<file path="config.mk">
export PLATFORM = sky130hd
export DESIGN_NAME = pcx_rle_pixel_decoder_unit_flat
export DESIGN_NICKNAME = d
export VERILOG_FILES = /design/src/design/rpd_pkg.sv /design/src/design/rpd_in_if.sv /design/src/design/rpd_out_if.sv /design/src/design/rpd_cfg_if.sv /design/src/design/pcx_rle_pixel_decoder_unit.sv /design/src/design/rpd_front.sv /design/src/design/rpd_queue.sv /design/src/design/rpd_back.sv /design/src/flat_wrapper.sv
export SDC_FILE = /design/constraint.sdc
export NUM_CORES = 1
export LEC_CHECK = 0
export ABC_AREA = 1
export BUFFER_PORTS_ARGS = -buffer_cell sky130_fd_sc_hd__buf_4
export CAP_MARGIN = 20
export CORE_MARGIN = 4
export CORE_UTILIZATION = 45
export DETAILED_ROUTE_END_ITERATION = 10
export GPL_ROUTABILITY_DRIVEN = 0
export SLEW_MARGIN = 0
export SYNTH_ARGS = -nofsm -noshare
export SYNTH_HDL_FRONTEND = slang
export SYNTH_SLANG_ARGS = --single-unit
</file>
<file path="constraint.sdc">
create_clock -name clk -period 5.4 [get_ports clk]
set_clock_uncertainty 0.1 [all_clocks]
set_input_delay 1.08 -clock clk [delete_from_list [all_inputs] [get_ports clk]]
set_output_delay 1.08 -clock clk [all_outputs]
set_load 0.01 [all_outputs]
</file>
<file path="src/design/rpd_pkg.sv">
// ----------------------------------------------------------------------------
// rpd_pkg: shared types and constants for the PCX RLE pixel decoder
// Byte classes, register indexes and the entry format of the front-to-back
// queue.
// ----------------------------------------------------------------------------
package rpd_pkg;

  localparam int unsigned BYTE_W     = 8;
  localparam int unsigned RUN_W      = 6;
  localparam int unsigned ADDR_W     = 24;
  localparam int unsigned CFG_IDX_W  = 2;
  localparam int unsigned CFG_DATA_W = 13;

  localparam logic [BYTE_W-1:0] RUN_HEADER_MIN    = 8'd193;
  localparam logic [BYTE_W-1:0] RUN_BASE          = 8'd192;
  localparam logic [BYTE_W-1:0] TRANSPARENT_COLOR = 8'd255;

  localparam logic [CFG_IDX_W-1:0] REG_IMAGE_WIDTH       = 2'd0;
  localparam logic [CFG_IDX_W-1:0] REG_IMAGE_HEIGHT      = 2'd1;
  localparam logic [CFG_IDX_W-1:0] REG_TRANSPARENT_REMAP = 2'd2;

  localparam int unsigned QUEUE_DEPTH = 4;
  localparam int unsigned QPTR_W      = 2;

  typedef struct packed {
    logic                  is_header;
    logic [RUN_W-1:0]      run_len;
    logic [BYTE_W-1:0]     color;
  } rpd_entry_t;

  typedef struct packed {
    logic [CFG_DATA_W-1:0] width;
    logic [CFG_DATA_W-1:0] height;
  } rpd_dims_t;

endpackage

</file>
<file path="src/design/rpd_in_if.sv">
// ----------------------------------------------------------------------------
// rpd_in_if: compressed byte channel
// One stream byte per word, valid/ready handshake.
// ----------------------------------------------------------------------------
interface rpd_in_if;
  import rpd_pkg::*;

  logic              valid;
  logic              ready;
  logic [BYTE_W-1:0] stream_byte;

  modport source (output valid, output stream_byte, input ready);
  modport sink (input valid, input stream_byte, output ready);
endinterface

</file>
<file path="src/design/rpd_out_if.sv">
// ----------------------------------------------------------------------------
// rpd_out_if: decoded pixel channel
// One pixel per word with its address and end flags, valid/ready handshake.
// ----------------------------------------------------------------------------
interface rpd_out_if;
  import rpd_pkg::*;

  logic              valid;
  logic              ready;
  logic [BYTE_W-1:0] pixel_color;
  logic [ADDR_W-1:0] pixel_address;
  logic              run_last;
  logic              image_done;

  modport source (output valid, output pixel_color, output pixel_address,
                  output run_last, output image_done, input ready);
  modport sink (input valid, input pixel_color, input pixel_address,
                input run_last, input image_done, output ready);
endinterface

</file>
<file path="src/design/rpd_cfg_if.sv">
// ----------------------------------------------------------------------------
// rpd_cfg_if: configuration write channel
// Register index and write data, valid/ready handshake.
// ----------------------------------------------------------------------------
interface rpd_cfg_if;
  import rpd_pkg::*;

  logic                  valid;
  logic                  ready;
  logic [CFG_IDX_W-1:0]  index;
  logic [CFG_DATA_W-1:0] data;

  modport source (output valid, output index, output data, input ready);
  modport sink (input valid, input index, input data, output ready);
endinterface

</file>
<file path="src/design/pcx_rle_pixel_decoder_unit.sv">
// ----------------------------------------------------------------------------
// pcx_rle_pixel_decoder_unit: 8-bit PCX run-length pixel decoder
// Expands literal and run-coded bytes into addressed pixels, with a
// transparent color remap and an end of image after the configured height.
//
//  channel  dir  word                                            
//  cfg      in   index, data (width / height / transparent remap)
//  stream   in   stream_byte                                     
//  pixels   out  pixel_color, pixel_address, run_last, image_done
//
// A literal byte gives one pixel; a run of n pixels is expanded in the
// back end, one pixel per cycle into the output register unless pixels stalls.
// The front takes one byte per cycle until the four-entry queue fills;
// a header byte is only held by the back end and emits no pixel.
// A stall on pixels holds the back end; the queue keeps the front going.
// rst is synchronous; it clears position, run state and the queue, and sets
// width and height to one and the transparent remap to zero.
module pcx_rle_pixel_decoder_unit #(
  parameter int unsigned MAX_DIM = 4096
) (
  input  logic       clk,
  input  logic       rst,
  rpd_cfg_if.sink    cfg,
  rpd_in_if.sink     stream,
  rpd_out_if.source  pixels
);
  import rpd_pkg::*;

  rpd_dims_t  dims;
  rpd_entry_t push_data;
  rpd_entry_t head;
  logic       push;
  logic       full;
  logic       pop;
  logic       q_valid;

  rpd_front u_front (
    .clk       (clk),
    .rst       (rst),
    .cfg       (cfg),
    .stream    (stream),
    .full      (full),
    .push      (push),
    .push_data (push_data),
    .dims      (dims)
  );

  rpd_queue u_queue (
    .clk       (clk),
    .rst       (rst),
    .push      (push),
    .push_data (push_data),
    .pop       (pop),
    .full      (full),
    .q_valid   (q_valid),
    .head      (head)
  );

  rpd_back #(
    .MAX_DIM (MAX_DIM)
  ) u_back (
    .clk     (clk),
    .rst     (rst),
    .dims    (dims),
    .q_valid (q_valid),
    .head    (head),
    .pop     (pop),
    .pixels  (pixels)
  );

endmodule

</file>
<file path="src/design/rpd_front.sv">
// ----------------------------------------------------------------------------
// rpd_front: byte classifier and configuration registers
// Takes stream bytes, splits run headers from color bytes, applies the
// transparent remap and pushes one entry per byte into the queue.
// ----------------------------------------------------------------------------
module rpd_front (
  input  logic               clk,
  input  logic               rst,
  rpd_cfg_if.sink            cfg,
  rpd_in_if.sink             stream,
  input  logic               full,
  output logic               push,
  output rpd_pkg::rpd_entry_t push_data,
  output rpd_pkg::rpd_dims_t  dims
);
  import rpd_pkg::*;

  logic [CFG_DATA_W-1:0] image_width;
  logic [CFG_DATA_W-1:0] image_height;
  logic [BYTE_W-1:0]     transparent_remap;

  assign cfg.ready = 1'b1;

  always_ff @(posedge clk) begin
    if (rst) begin
      image_width       <= CFG_DATA_W'(1);
      image_height      <= CFG_DATA_W'(1);
      transparent_remap <= '0;
    end else if (cfg.valid) begin
      case (cfg.index)
        REG_IMAGE_WIDTH:       image_width       <= cfg.data;
        REG_IMAGE_HEIGHT:      image_height      <= cfg.data;
        REG_TRANSPARENT_REMAP: transparent_remap <= cfg.data[BYTE_W-1:0];
        default: ;
      endcase
    end
  end

  assign dims.width  = image_width;
  assign dims.height = image_height;

  assign stream.ready = !full;
  assign push         = stream.valid && !full;

  // the back decides whether a header byte is really a color byte
  always_comb begin
    push_data.is_header = (stream.stream_byte >= RUN_HEADER_MIN);
    push_data.run_len   = RUN_W'(stream.stream_byte - RUN_BASE);
    push_data.color     = (stream.stream_byte == TRANSPARENT_COLOR) ?
                          transparent_remap : stream.stream_byte;
  end

endmodule

</file>
<file path="src/design/rpd_queue.sv">
// ----------------------------------------------------------------------------
// rpd_queue: short entry queue between front and back
// Lets the classifier keep taking bytes while a run is being expanded.
// ----------------------------------------------------------------------------
module rpd_queue (
  input  logic                clk,
  input  logic                rst,
  input  logic                push,
  input  rpd_pkg::rpd_entry_t push_data,
  input  logic                pop,
  output logic                full,
  output logic                q_valid,
  output rpd_pkg::rpd_entry_t head
);
  import rpd_pkg::*;

  rpd_entry_t         entries [QUEUE_DEPTH];
  logic [QPTR_W-1:0]  wr_ptr;
  logic [QPTR_W-1:0]  rd_ptr;
  logic [QPTR_W:0]    count;

  assign full    = (count == (QPTR_W+1)'(QUEUE_DEPTH));
  assign q_valid = (count != '0);
  assign head    = entries[rd_ptr];

  always_ff @(posedge clk) begin
    if (push) begin
      entries[wr_ptr] <= push_data;
    end
  end

  always_ff @(posedge clk) begin
    if (rst) begin
      wr_ptr <= '0;
      rd_ptr <= '0;
      count  <= '0;
    end else begin
      if (push) begin
        wr_ptr <= wr_ptr + 1'b1;
      end
      if (pop) begin
        rd_ptr <= rd_ptr + 1'b1;
      end
      case ({push, pop})
        2'b10:   count <= count + 1'b1;
        2'b01:   count <= count - 1'b1;
        default: count <= count;
      endcase
    end
  end

endmodule

</file>
<file path="src/design/rpd_back.sv">
// ----------------------------------------------------------------------------
// rpd_back: run expander and pixel position tracker
// Pops queue entries, holds the pending run, emits one pixel per cycle into
// the output register unless pixels stalls, and tracks column, row and linear address.
// ----------------------------------------------------------------------------
module rpd_back #(
  parameter int unsigned MAX_DIM = 4096
) (
  input  logic                clk,
  input  logic                rst,
  input  rpd_pkg::rpd_dims_t  dims,
  input  logic                q_valid,
  input  rpd_pkg::rpd_entry_t head,
  output logic                pop,
  rpd_out_if.source           pixels
);
  import rpd_pkg::*;

  localparam int unsigned DIM_W = $clog2(MAX_DIM + 1);
  localparam int unsigned CMP_W = (DIM_W > CFG_DATA_W) ? DIM_W : CFG_DATA_W;

  logic                awaiting;
  logic                awaiting_next;
  logic [RUN_W-1:0]    pending;
  logic [RUN_W-1:0]    pending_next;
  logic [RUN_W-1:0]    cnt;
  logic [BYTE_W-1:0]   color;
  logic [DIM_W-1:0]    column;
  logic [DIM_W-1:0]    row;
  logic [ADDR_W-1:0]   address;

  logic [CMP_W-1:0]    w_ext;
  logic [CMP_W-1:0]    h_ext;
  logic [DIM_W-1:0]    width_c;
  logic [DIM_W-1:0]    height_c;
  logic                complete;
  logic                out_free;
  logic                cur_valid;
  logic [BYTE_W-1:0]   cur_color;
  logic [RUN_W-1:0]    cur_count;
  logic                emit;
  logic [DIM_W-1:0]    col_inc;
  logic                wrap;
  logic [DIM_W-1:0]    column_next;
  logic [DIM_W-1:0]    row_next;
  logic                done;

  // zero counts as one, anything above the limit counts as the limit
  always_comb begin
    w_ext = CMP_W'(dims.width);
    h_ext = CMP_W'(dims.height);
    if (w_ext == '0) begin
      width_c = DIM_W'(1);
    end else if (w_ext > CMP_W'(MAX_DIM)) begin
      width_c = DIM_W'(MAX_DIM);
    end else begin
      width_c = DIM_W'(w_ext);
    end
    if (h_ext == '0) begin
      height_c = DIM_W'(1);
    end else if (h_ext > CMP_W'(MAX_DIM)) begin
      height_c = DIM_W'(MAX_DIM);
    end else begin
      height_c = DIM_W'(h_ext);
    end
  end

  assign complete = (row >= height_c);
  assign out_free = !pixels.valid || pixels.ready;

  always_comb begin
    cur_valid     = 1'b0;
    cur_color     = color;
    cur_count     = cnt;
    pop           = 1'b0;
    awaiting_next = awaiting;
    pending_next  = pending;
    if (cnt != '0) begin
      cur_valid = 1'b1;
    end else if (q_valid) begin
      if (complete) begin
        // drop everything after the final row
        pop = 1'b1;
      end else if (awaiting) begin
        if (out_free) begin
          pop           = 1'b1;
          cur_valid     = 1'b1;
          cur_color     = head.color;
          cur_count     = pending;
          awaiting_next = 1'b0;
          pending_next  = '0;
        end
      end else if (head.is_header) begin
        pop           = 1'b1;
        awaiting_next = 1'b1;
        pending_next  = head.run_len;
      end else if (out_free) begin
        pop       = 1'b1;
        cur_valid = 1'b1;
        cur_color = head.color;
        cur_count = RUN_W'(1);
      end
    end
  end

  assign emit        = cur_valid && out_free;
  assign col_inc     = column + 1'b1;
  assign wrap        = (col_inc >= width_c);
  assign column_next = wrap ? '0 : col_inc;
  assign row_next    = wrap ? row + 1'b1 : row;
  assign done        = (row_next >= height_c);

  always_ff @(posedge clk) begin
    if (rst) begin
      awaiting     <= 1'b0;
      pending      <= '0;
      cnt          <= '0;
      column       <= '0;
      row          <= '0;
      address      <= '0;
      pixels.valid <= 1'b0;
    end else begin
      awaiting <= awaiting_next;
      pending  <= pending_next;
      if (emit) begin
        cnt          <= done ? '0 : cur_count - 1'b1;
        column       <= column_next;
        row          <= row_next;
        address      <= address + 1'b1;
        pixels.valid <= 1'b1;
      end else if (pixels.ready) begin
        pixels.valid <= 1'b0;
      end
    end
  end

  always_ff @(posedge clk) begin
    if (emit) begin
      color                <= cur_color;
      pixels.pixel_color   <= cur_color;
      pixels.pixel_address <= address;
      pixels.run_last      <= (cur_count == RUN_W'(1)) || done;
      pixels.image_done    <= done;
    end
  end

`ifndef NO_ASSERTIONS
  a_run_not_past_end: assert property (@(posedge clk) disable iff (rst)
    (cnt != '0) |-> !complete)
    else $error("run still active after the final row");

  a_run_excludes_header: assert property (@(posedge clk) disable iff (rst)
    (cnt != '0) |-> !awaiting)
    else $error("run active while a color byte is still due");

  a_no_pop_in_run: assert property (@(posedge clk) disable iff (rst)
    (cnt != '0) |-> !pop)
    else $error("queue popped during a run");

  a_pop_needs_entry: assert property (@(posedge clk) disable iff (rst)
    pop |-> q_valid)
    else $error("pop from an empty queue");

  a_emit_shows_word: assert property (@(posedge clk) disable iff (rst)
    emit |=> pixels.valid)
    else $error("emitted pixel not presented");
`endif

endmodule
</file>
<file path="src/flat_wrapper.sv">
// flat-port wrapper written by rule: the top's interface ports become plain ports
module pcx_rle_pixel_decoder_unit_flat import rpd_pkg::*;
#(
  parameter int unsigned MAX_DIM = 4096
)
  (clk, rst, cfg_valid, cfg_index, cfg_data, cfg_ready, stream_valid, stream_stream_byte, stream_ready, pixels_valid, pixels_pixel_color, pixels_pixel_address, pixels_run_last, pixels_image_done, pixels_ready);
  rpd_cfg_if cfg_i ();
  rpd_in_if stream_i ();
  rpd_out_if pixels_i ();
  input  logic clk;
  input  logic rst;
  input wire logic [$bits(cfg_i.valid)-1:0] cfg_valid;
  input wire logic [$bits(cfg_i.index)-1:0] cfg_index;
  input wire logic [$bits(cfg_i.data)-1:0] cfg_data;
  output wire logic [$bits(cfg_i.ready)-1:0] cfg_ready;
  input wire logic [$bits(stream_i.valid)-1:0] stream_valid;
  input wire logic [$bits(stream_i.stream_byte)-1:0] stream_stream_byte;
  output wire logic [$bits(stream_i.ready)-1:0] stream_ready;
  output wire logic [$bits(pixels_i.valid)-1:0] pixels_valid;
  output wire logic [$bits(pixels_i.pixel_color)-1:0] pixels_pixel_color;
  output wire logic [$bits(pixels_i.pixel_address)-1:0] pixels_pixel_address;
  output wire logic [$bits(pixels_i.run_last)-1:0] pixels_run_last;
  output wire logic [$bits(pixels_i.image_done)-1:0] pixels_image_done;
  input wire logic [$bits(pixels_i.ready)-1:0] pixels_ready;
  assign cfg_i.valid = cfg_valid;
  assign cfg_i.index = cfg_index;
  assign cfg_i.data = cfg_data;
  assign cfg_ready = cfg_i.ready;
  assign stream_i.valid = stream_valid;
  assign stream_i.stream_byte = stream_stream_byte;
  assign stream_ready = stream_i.ready;
  assign pixels_valid = pixels_i.valid;
  assign pixels_pixel_color = pixels_i.pixel_color;
  assign pixels_pixel_address = pixels_i.pixel_address;
  assign pixels_run_last = pixels_i.run_last;
  assign pixels_image_done = pixels_i.image_done;
  assign pixels_i.ready = pixels_ready;
  pcx_rle_pixel_decoder_unit #(.MAX_DIM(MAX_DIM)) u_core (.clk(clk), .rst(rst), .cfg(cfg_i), .stream(stream_i), .pixels(pixels_i));
endmodule
</file>
==> results of run 1 <==
final cells by class:
class                           count  area share
Clock buffer                       24     0.05120
Clock inverter                     16     0.01481
Inverter                           99     0.03409
Multi-Input combinational cell    742      0.3672
Sequential cell                   201      0.4555
Tap cell                          270     0.03100
Timing Repair Buffer               67     0.04615
path summary, 6_finish.rpt:
check | from | endpoint | slack (ns) | cells after the start
worst min-delay path | u_core.u_front.transparent_remap[4] | u_core.u_front.transparent_remap[4] | 0.36 | 2
worst max-delay path | u_core.u_back.column[0] | u_core.u_back.cnt[4] | 0.69 | 26
worst min register to register | u_core.u_front.transparent_remap[4] | u_core.u_front.transparent_remap[4] | 0.36 | 2
worst max register to register | u_core.u_back.column[0] | u_core.u_back.cnt[4] | 0.69 | 26
logic make-up (layout without fill, tap and decap cells):
logic type | after synthesis | in the layout | synth area share
buf+inv | 133 | 206 | 0.05467
xor+xnor | 21 | 21 | 0.01941
fa+ha+maj | 50 | 50 | 0.06682
simple gates | 438 | 438 | 0.2001
other cells | 1 | 1 | 0.0003958
compound gates | 232 | 232 | 0.1347
flops | 201 | 201 | 0.5240
cell usage after synthesis, types with 2 or more instances:
cell type | number | area share
nand4_1 | 27 | 0.018
clkbuf_1 | 25 | 0.0099
o22ai_1 | 14 | 0.0092
nor4_1 | 9 | 0.0059
nor2_2 | 2 | 0.0013
nor2_1 | 161 | 0.064
buf_4 | 3 | 0.0024
a21boi_0 | 6 | 0.0048
buf_2 | 6 | 0.0032
inv_2 | 4 | 0.0016
a31oi_1 | 4 | 0.0026
inv_1 | 94 | 0.037
xor2_1 | 14 | 0.013
nand3b_1 | 2 | 0.0016
o21bai_1 | 2 | 0.0016
xnor2_1 | 7 | 0.0065
nand3_1 | 38 | 0.020
nor3b_1 | 2 | 0.0016
nand2_2 | 3 | 0.0020
a211oi_1 | 8 | 0.0063
a21oi_1 | 79 | 0.042
edfxtp_1 | 94 | 0.30
o21a_1 | 2 | 0.0016
o211a_1 | 2 | 0.0021
nor2_4 | 2 | 0.0024
o21ai_1 | 2 | 0.0011
nand2_4 | 2 | 0.0024
ha_1 | 49 | 0.065
dfxtp_1 | 107 | 0.23
nand2_1 | 168 | 0.067
nor3_1 | 18 | 0.0095
o21ai_0 | 106 | 0.056
layer usage:
metal / part of all wire / GRT usage / vias to the layer above
li1: - / - / 3802
met1: 0.47 / 0.2395 / 3387
met2: 0.46 / 0.2847 / 137
met3: 0.041 / 0.02488 / 38
met4: 0.026 / 0.05388 / 0
met5: 0 / 0 / -
sequential cells by signal, summed over array words and instances (netlist names), 2 cells and up, named ones only:
signal                              cells
u_core.u_queue.entries                 60
u_core.u_back.address                  24
u_core.u_back.pixels.pixel_address     24
u_core.u_back.column                   13
u_core.u_back.row                      13
u_core.u_front.image_height            13
u_core.u_front.image_width             13
u_core.u_back.color                     8
u_core.u_front.transparent_remap        8
u_core.u_back.cnt                       6
u_core.u_back.pending                   6
u_core.u_queue.count                    3
u_core.u_queue.rd_ptr                   2
u_core.u_queue.wr_ptr                   2
stage by stage:
stage / power [W] / setup slack [ns] / util / instances
CTS: 0.005961 / 0.6611 / 0.5318 / 1419
detailed placement: 0.004462 / 0.7082 / 0.4967 / 1379
global route: 0.006362 / 0.01633 / 0.5318 / 1419
finish: 0.005897 / 0.6942 / 0.5318 / 1419
floorplan: 0.003812 / 1.216 / - / 1076
global placement: 0.004436 / 0.8886 / 0.4967 / 1379
worst min-delay path, cell delays in order, from the launching register on:
cell and delay [ns]:
dfxtp_1 0.29, inv_1 0.06, a21oi_1 0.06
where the power goes:
group | switching, W | internal (W) | total (W)
sequential | 0.000151 | 0.00200 | 0.00215
clock | 0.000597 | 0.000890 | 0.00149
combinational | 0.00150 | 0.000758 | 0.00226
total | 0.00225 | 0.00365 | 0.00590
==> metrics.md, run 1 <==
| Metric | Value |
|---|---|
| Bufs on Longest Clock Path | 3 |
| I/O pins | 65 |
| Netlist cell types | 46 |
| Crit-path max cell delay | roughly 0.4 ns |
| Yosys reg bits | about 200 |
| CP Max Fanout | 22 |
| Crit path capture type | register |
| WS Path Type | register to register |
| Buf+Inv Stages, Crit Path | 3 |
| ANT cells | 0 |
| Sequential fraction of the synthesis area | 0.5240 |
| Vias in the first global route | 6919 |
| CP most frequent cell | a21oi_1 |
| Dpl cell area | approximately 10000 µm² |
| CTS tree | done |
| RSZ-0062 raised after global routing | false |
| Hold WS | roughly 0.36 ns |
| Per-cell routed wire length | around 15 µm |
| Syn Inst Count | 1076 |
| GRT overflow | 0 |
| Final setup fails | 0 |
| Slew HR | 0.2924 |
| Clk sink count | between 200 and 250 |
| DRC | 0 |
| Pwr Density | 541.1 nW/µm² |
| Layout fillers | approximately 1900 |
| Final Cell Area | around 11000 µm² |
| # hold bufs at CTS | 0 |
| Slowest CP cell | dfxtp_1 |
| EDFF count, synth | 94 |
| Final WL | 20680 µm |
| Antenna-violating nets left | 0 |
| Initial antenna violation count | 0 |
| Final max-slew violation count | 0 |
| Layout cells sized above 1 | 0.1062 |
| Horiz. Die Dim | 153.1 µm |
| Worst EP required | 5.73 ns |
| Setup TNS | 0 ns |
| Final nets | between 1000 and 1500 |
| DR iter-0 viols | 457 |
| Die area | about 23000 µm² |
| Die Y | 153.1 µm |
| Worst-Margin Slew | roughly 1.1 ns |
| Final period util | 0.8714 |
| Drt pass-1 iters | 6 |
| Most frequent cells in the layout | nand2_1 (168), nor2_1 (157), dfxtp_1 (107) |
| Final Hold Viols | 0 |
| FFs w/ async S/R, synth | 0 |
| Cell Area, Synth | 9475 µm² |
| First-pass GRT wire length | ~34000 µm |
| Via count | about 7400 |
| Fmax | around 0.21 GHz |
| CTS clk-pin slew, worst paths | ~0.060 ns |
| Post-CTS Setup Inserts | 0 |
| Clock Latency Late Sink | roughly 0.51 ns |
| Mapped Avg Cell Area | 8.806 µm² |
| PortBufs | 63 |
| Area growth, synth to finish | 15.03% |
| Largest net degree at the start of global routing | 54 |
| Synthesized Nets | ~1200 |
| Maxcap violations | 0 |
| CTS Root Buffer Type | clkbuf_16 |
| H-tree depth | 1 |
| Startpoint types | register |
| Most common cell after layout, fill and taps aside | nand2_1 |
| Worst Hold Class | register to register |
| Detail Placement HPWL | approximately 14000 µm |
| Vias/cell | about 5.2 |
| Post-cts sizing count | 0 |
| WP data arrival | just over 5 ns |
| Outcome | complete, no violations |
| GRT Overall Usage | 0.1737 |
| Site Rows | 52 |
| Top_reg_cell synth | dfxtp_1 |
| Core ar. | roughly 20000 µm² |
| Register area | 4965 µm² |
| Max VDD drop | 0.3337 mV |
| Fin crit period | between 4 and 5 ns |
| Crit-path leading delay family | simple AND/OR/NAND/NOR gates |
| Yosys warning count | 0 |
| Area of the multi-input gates | 4003 µm² |
| P_leak | approximately 4.3 nW |
| Clock buffer count from CTS | 22 |
| Starting Density | 0.4623 |
Power figures use the tool's default switching activity.
==> run 2: changes to the inputs <==
--- a/config.mk
+++ b/config.mk
@@ -6,13 +6,14 @@
 export NUM_CORES = 1
 export LEC_CHECK = 0
 export ABC_AREA = 1
-export BUFFER_PORTS_ARGS = -buffer_cell sky130_fd_sc_hd__buf_4
 export CAP_MARGIN = 20
 export CORE_MARGIN = 4
 export CORE_UTILIZATION = 45
 export DETAILED_ROUTE_END_ITERATION = 10
+export DONT_BUFFER_PORTS = 1
 export GPL_ROUTABILITY_DRIVEN = 0
 export SLEW_MARGIN = 0
 export SYNTH_ARGS = -nofsm -noshare
 export SYNTH_HDL_FRONTEND = slang
+export SYNTH_HIERARCHICAL = 1
 export SYNTH_SLANG_ARGS = --single-unit
==> metrics.md, run 2 <==
| Metric | Value |
|---|---|
| Outcome | complete, no violations |
| Worst Hold Class | register to register |
| DRC | 0 (unchanged) |
| Drt pass-1 iters | 5 (-1) |
| Max VDD drop | 0.3198 mV (-4.1%) |
| Detail Placement HPWL | 15450 µm (+8.0%) |
| CP Max Fanout | 22 (unchanged) |
| Starting Density | 0.4569 (-0.005410) |
| Maxcap violations | 0 (unchanged) |
| Post-cts sizing count | 0 (unchanged) |
| Sequential fraction of the synthesis area | 0.4799 (-0.04404) |
| Vias/cell | 5.136 (-1.0%) |
| Hold path depth | 0 (-2) |
| Top post-synthesis cells by count | nand2_1 (261), nor2_1 (167), inv_1 (139), dfxtp_1 (107), edfxtp_1 (94) |
| Via count | 7776 (+5.6%) |
| Setup TNS | 0 ns (unchanged) |
| Final period util | 0.8834 (+0.01193) |
| Register area | 4965 µm² (unchanged) |
| Netlist cell types | 57 (+24%) |
| Post-CTS Setup Inserts | 0 (unchanged) |
| Final max-slew violation count | 0 (unchanged) |
| Bufs on Longest Clock Path | 3 (unchanged) |
| Post-synth top area cell | edfxtp_1 |
| GRT overflow | 0 (unchanged) |
| Site Rows | 55 (+5.8%) |
| Synthesized Nets | 1307 (+13%) |
| Fmax | 0.2096 GHz (-1.4%) |
| WS Path Type | register to register |
| Final setup fails | 0 (unchanged) |
| Final nets | 1289 (+6.4%) |
| Final worst slack | 0.6298 ns (-0.06443 ns) |
| GRT Overall Usage | 0.1720 (-0.001661) |
| First-pass GRT wire length | 36560 µm (+6.8%) |
| ANT cells | 0 (unchanged) |
| Worst R2R Path Depth | 25 (-3.8%) |
| Most common cell after layout, fill and taps aside | nand2_1 |
| CTS tree | done |
| H-tree depth | 1 (unchanged) |
| Cell Area, Synth | 10340 µm² (+9.2%) |
| Most common cell in the netlist | nand2_1 |
| CTS Root Buffer Type | clkbuf_16 |
| Synth top area share | 0.2729 (-0.02504) |
| Largest register FFs | 60 (unchanged) |
| Reg power frac | 0.366 (+0.002) |
| CTS clk-pin slew, worst paths | 0.06 ns (about the same) |
| Most frequent cells in the layout | nand2_1 (261), nor2_1 (167), inv_1 (139) |
| Area of the multi-input gates | 4518 µm² (+13%) |
| Yosys reg bits | 201 (unchanged) |
| DR iter-0 viols | 537 (+18%) |
| Synth area leaders | edfxtp_1 (27%), dfxtp_1 (21%), nand2_1 (9.5%), nor2_1 (6.1%), ha_1 (5.9%) |
| Worst-Margin Slew | 0.9638 ns (-0.09371 ns) |
| Int Pwr | 0.003720 W (+2.1%) |
| Horiz. Die Dim | 159.6 µm (+4.3%) |
| WP data arrival | 5.12 ns (+0.09 ns) |
| Worst EP required | 5.75 ns (+0.02 ns) |
| Design Power | 0.006032 W (+2.3%) |
| Layout fillers | 2147 (+10%) |
| Core ar. | 22640 µm² (+10%) |
| P_leak | 4.567 nW (+6.2%) |
| Die area | 25480 µm² (+8.7%) |
| Per-cell routed wire length | 14.84 µm (+1.8%) |
| Startpoint types | register |
| Fin crit period | 4.770 ns (+0.06443 ns) |
| Area growth, synth to finish | 8.805% |
| Clock network fraction of total power | 0.286 (+0.034) |
| FFs w/ async S/R, synth | 0 (unchanged) |
| Mapped Avg Cell Area | 8.417 µm² (-4.4%) |
| Vias in the first global route | 7180 (+3.8%) |
| # hold bufs at CTS | 0 (unchanged) |
| Top_reg_cell synth | dfxtp_1 |
| Psw | 0.002312 W (+2.7%) |
| Crit path capture type | register |
| Layout cells sized above 1 | 0.08218 (-0.02400) |
| EDFF count, synth | 94 (unchanged) |
| Final Hold Viols | 0 (unchanged) |
| PortBufs | 0 (-100%) |
| RSZ-0062 raised after global routing | false |
| I/O pins | 65 (unchanged) |
| Antenna-violating nets left | 0 (unchanged) |
| Net Sw Frac | 0.3833 (+0.001385) |
| Comb pwr share | 0.348 (-0.036) |
| Die Y | 159.6 µm (+4.3%) |
| Regs by FF count | u_core/u_queue/entries: 60 flops, u_core/u_back/address: 24 flops, u_core/u_back/pixels.pixel_address: 24 flops |
| Final WL | 22470 µm (+8.6%) |
| Syn Inst Count | 1229 (+14%) |
| Most flops, register | u_core/u_queue/entries |
| Yosys warning count | 6 (+6) |
| Clock buffer count from CTS | 24 (+9.1%) |
| Slew HR | 0.3568 (+0.06437) |
| Pre-CTS setup slack | 0.7315 ns (+0.02337 ns) |
| Clk sink count | 201 (unchanged) |
| Final Util | 0.4972 (-0.03465) |
| Largest net degree at the start of global routing | 62 (+15%) |
| Clock Latency Late Sink | 0.52 ns (about the same) |
| Pwr Density | 535.9 nW/µm² (-0.95%) |
| Initial antenna violation count | 0 (unchanged) |
run 2: cell count changes after synthesis, sizes merged, moves of 13 or more:
| cell | delta |
|---|---|
| nand3 | +18 |
| o21ai | -38 |
| clkbuf | -15 |
| inv | +45 |
| buf | +27 |
| nor2 | +13 |
| nand2 | +99 |
run 2: worst paths after layout:
check                                 start                                     end  slack, ns
setup reg to reg    u_core/u_back/column[0]                    u_core/u_back/cnt[3]       0.63
setup / recovery    u_core/u_back/column[0]                    u_core/u_back/cnt[3]       0.63
hold / removal    u_core/u_back/address[22]  u_core/u_back/pixels.pixel_address[22]       0.33
hold reg to reg   u_core/u_back/address[22]  u_core/u_back/pixels.pixel_address[22]       0.33
run 2: cells by family after synthesis:
| kind of cell | Yosys count | share of synthesized area |
|---|---|---|
| adder cells (fa/ha/maj) | 50 | 0.06120 |
| AND/OR/NAND/NOR | 583 | 0.2511 |
| flip-flops | 201 | 0.4799 |
| buffers and inverters | 190 | 0.08333 |
| AO/OA/AOI/OAI | 185 | 0.1080 |
| XOR/XNOR | 19 | 0.01609 |
| other | 1 | 0.0003625 |
run 2: metrics by stage:
stage | hold slack [ns] | cells | cell area (µm²)
6_report | 0.3285 | 1514 | 11260
5_1_grt | 0.3619 | 1514 | 11260
4_1_cts | 0.3303 | 1514 | 11260
3_5_place_dp | 0.3162 | 1470 | 10400
3_3_place_gp | 0.3139 | 1470 | 10400
2_1_floorplan | 0.3082 | 1229 | 10340
run 2: layer usage:
metal	wire length [µm]	vias to the layer above	global-route usage
li1	-	4048	-
met5	0	-	0
met2	9985	169	0.2697
met4	474	0	0.04181
met1	10830	3526	0.2467
met3	1176	33	0.03355
run 2: worst max-delay path, stage by stage (launching register included):
cell and delay [ns]:
dfxtp_1 0.40, ha_1 0.19, nand2_1 0.07, nor2_1 0.14, inv_1 0.08, nor3_1 0.29, nand4_1 0.16, xnor2_1 0.23
ha_1 0.30, a21oi_1 0.15, o21ai_0 0.10, a21oi_1 0.15, nand3_2 0.42, nand2_1 0.21, or2_2 0.14, nand2_1 0.05
ha_1 0.32, a21oi_1 0.14, o21ai_0 0.10, a21oi_1 0.14, nand2_1 0.06, nor2_1 0.19, inv_1 0.12, nor2_2 0.20
nand3_1 0.11, a21oi_1 0.15
run 2: layout make-up:
class                           count  area share
Sequential cell                   201      0.4411
Clock buffer                       33     0.05903
Clock inverter                     11     0.01679
Multi-Input combinational cell    838      0.4014
Tap cell                          285     0.03168
Timing Repair Buffer                2    0.001334
Inverter                          144     0.04869
run 2: power groups by stage:
stage               clock network (W)  logic [W]  registers (W)
finish                        0.00172    0.00210        0.00221
global route                  0.00182    0.00239        0.00224
CTS                           0.00176    0.00211        0.00221
detailed placement                  0    0.00211        0.00224
global placement                    0    0.00208        0.00224
floorplan                           0    0.00178        0.00219
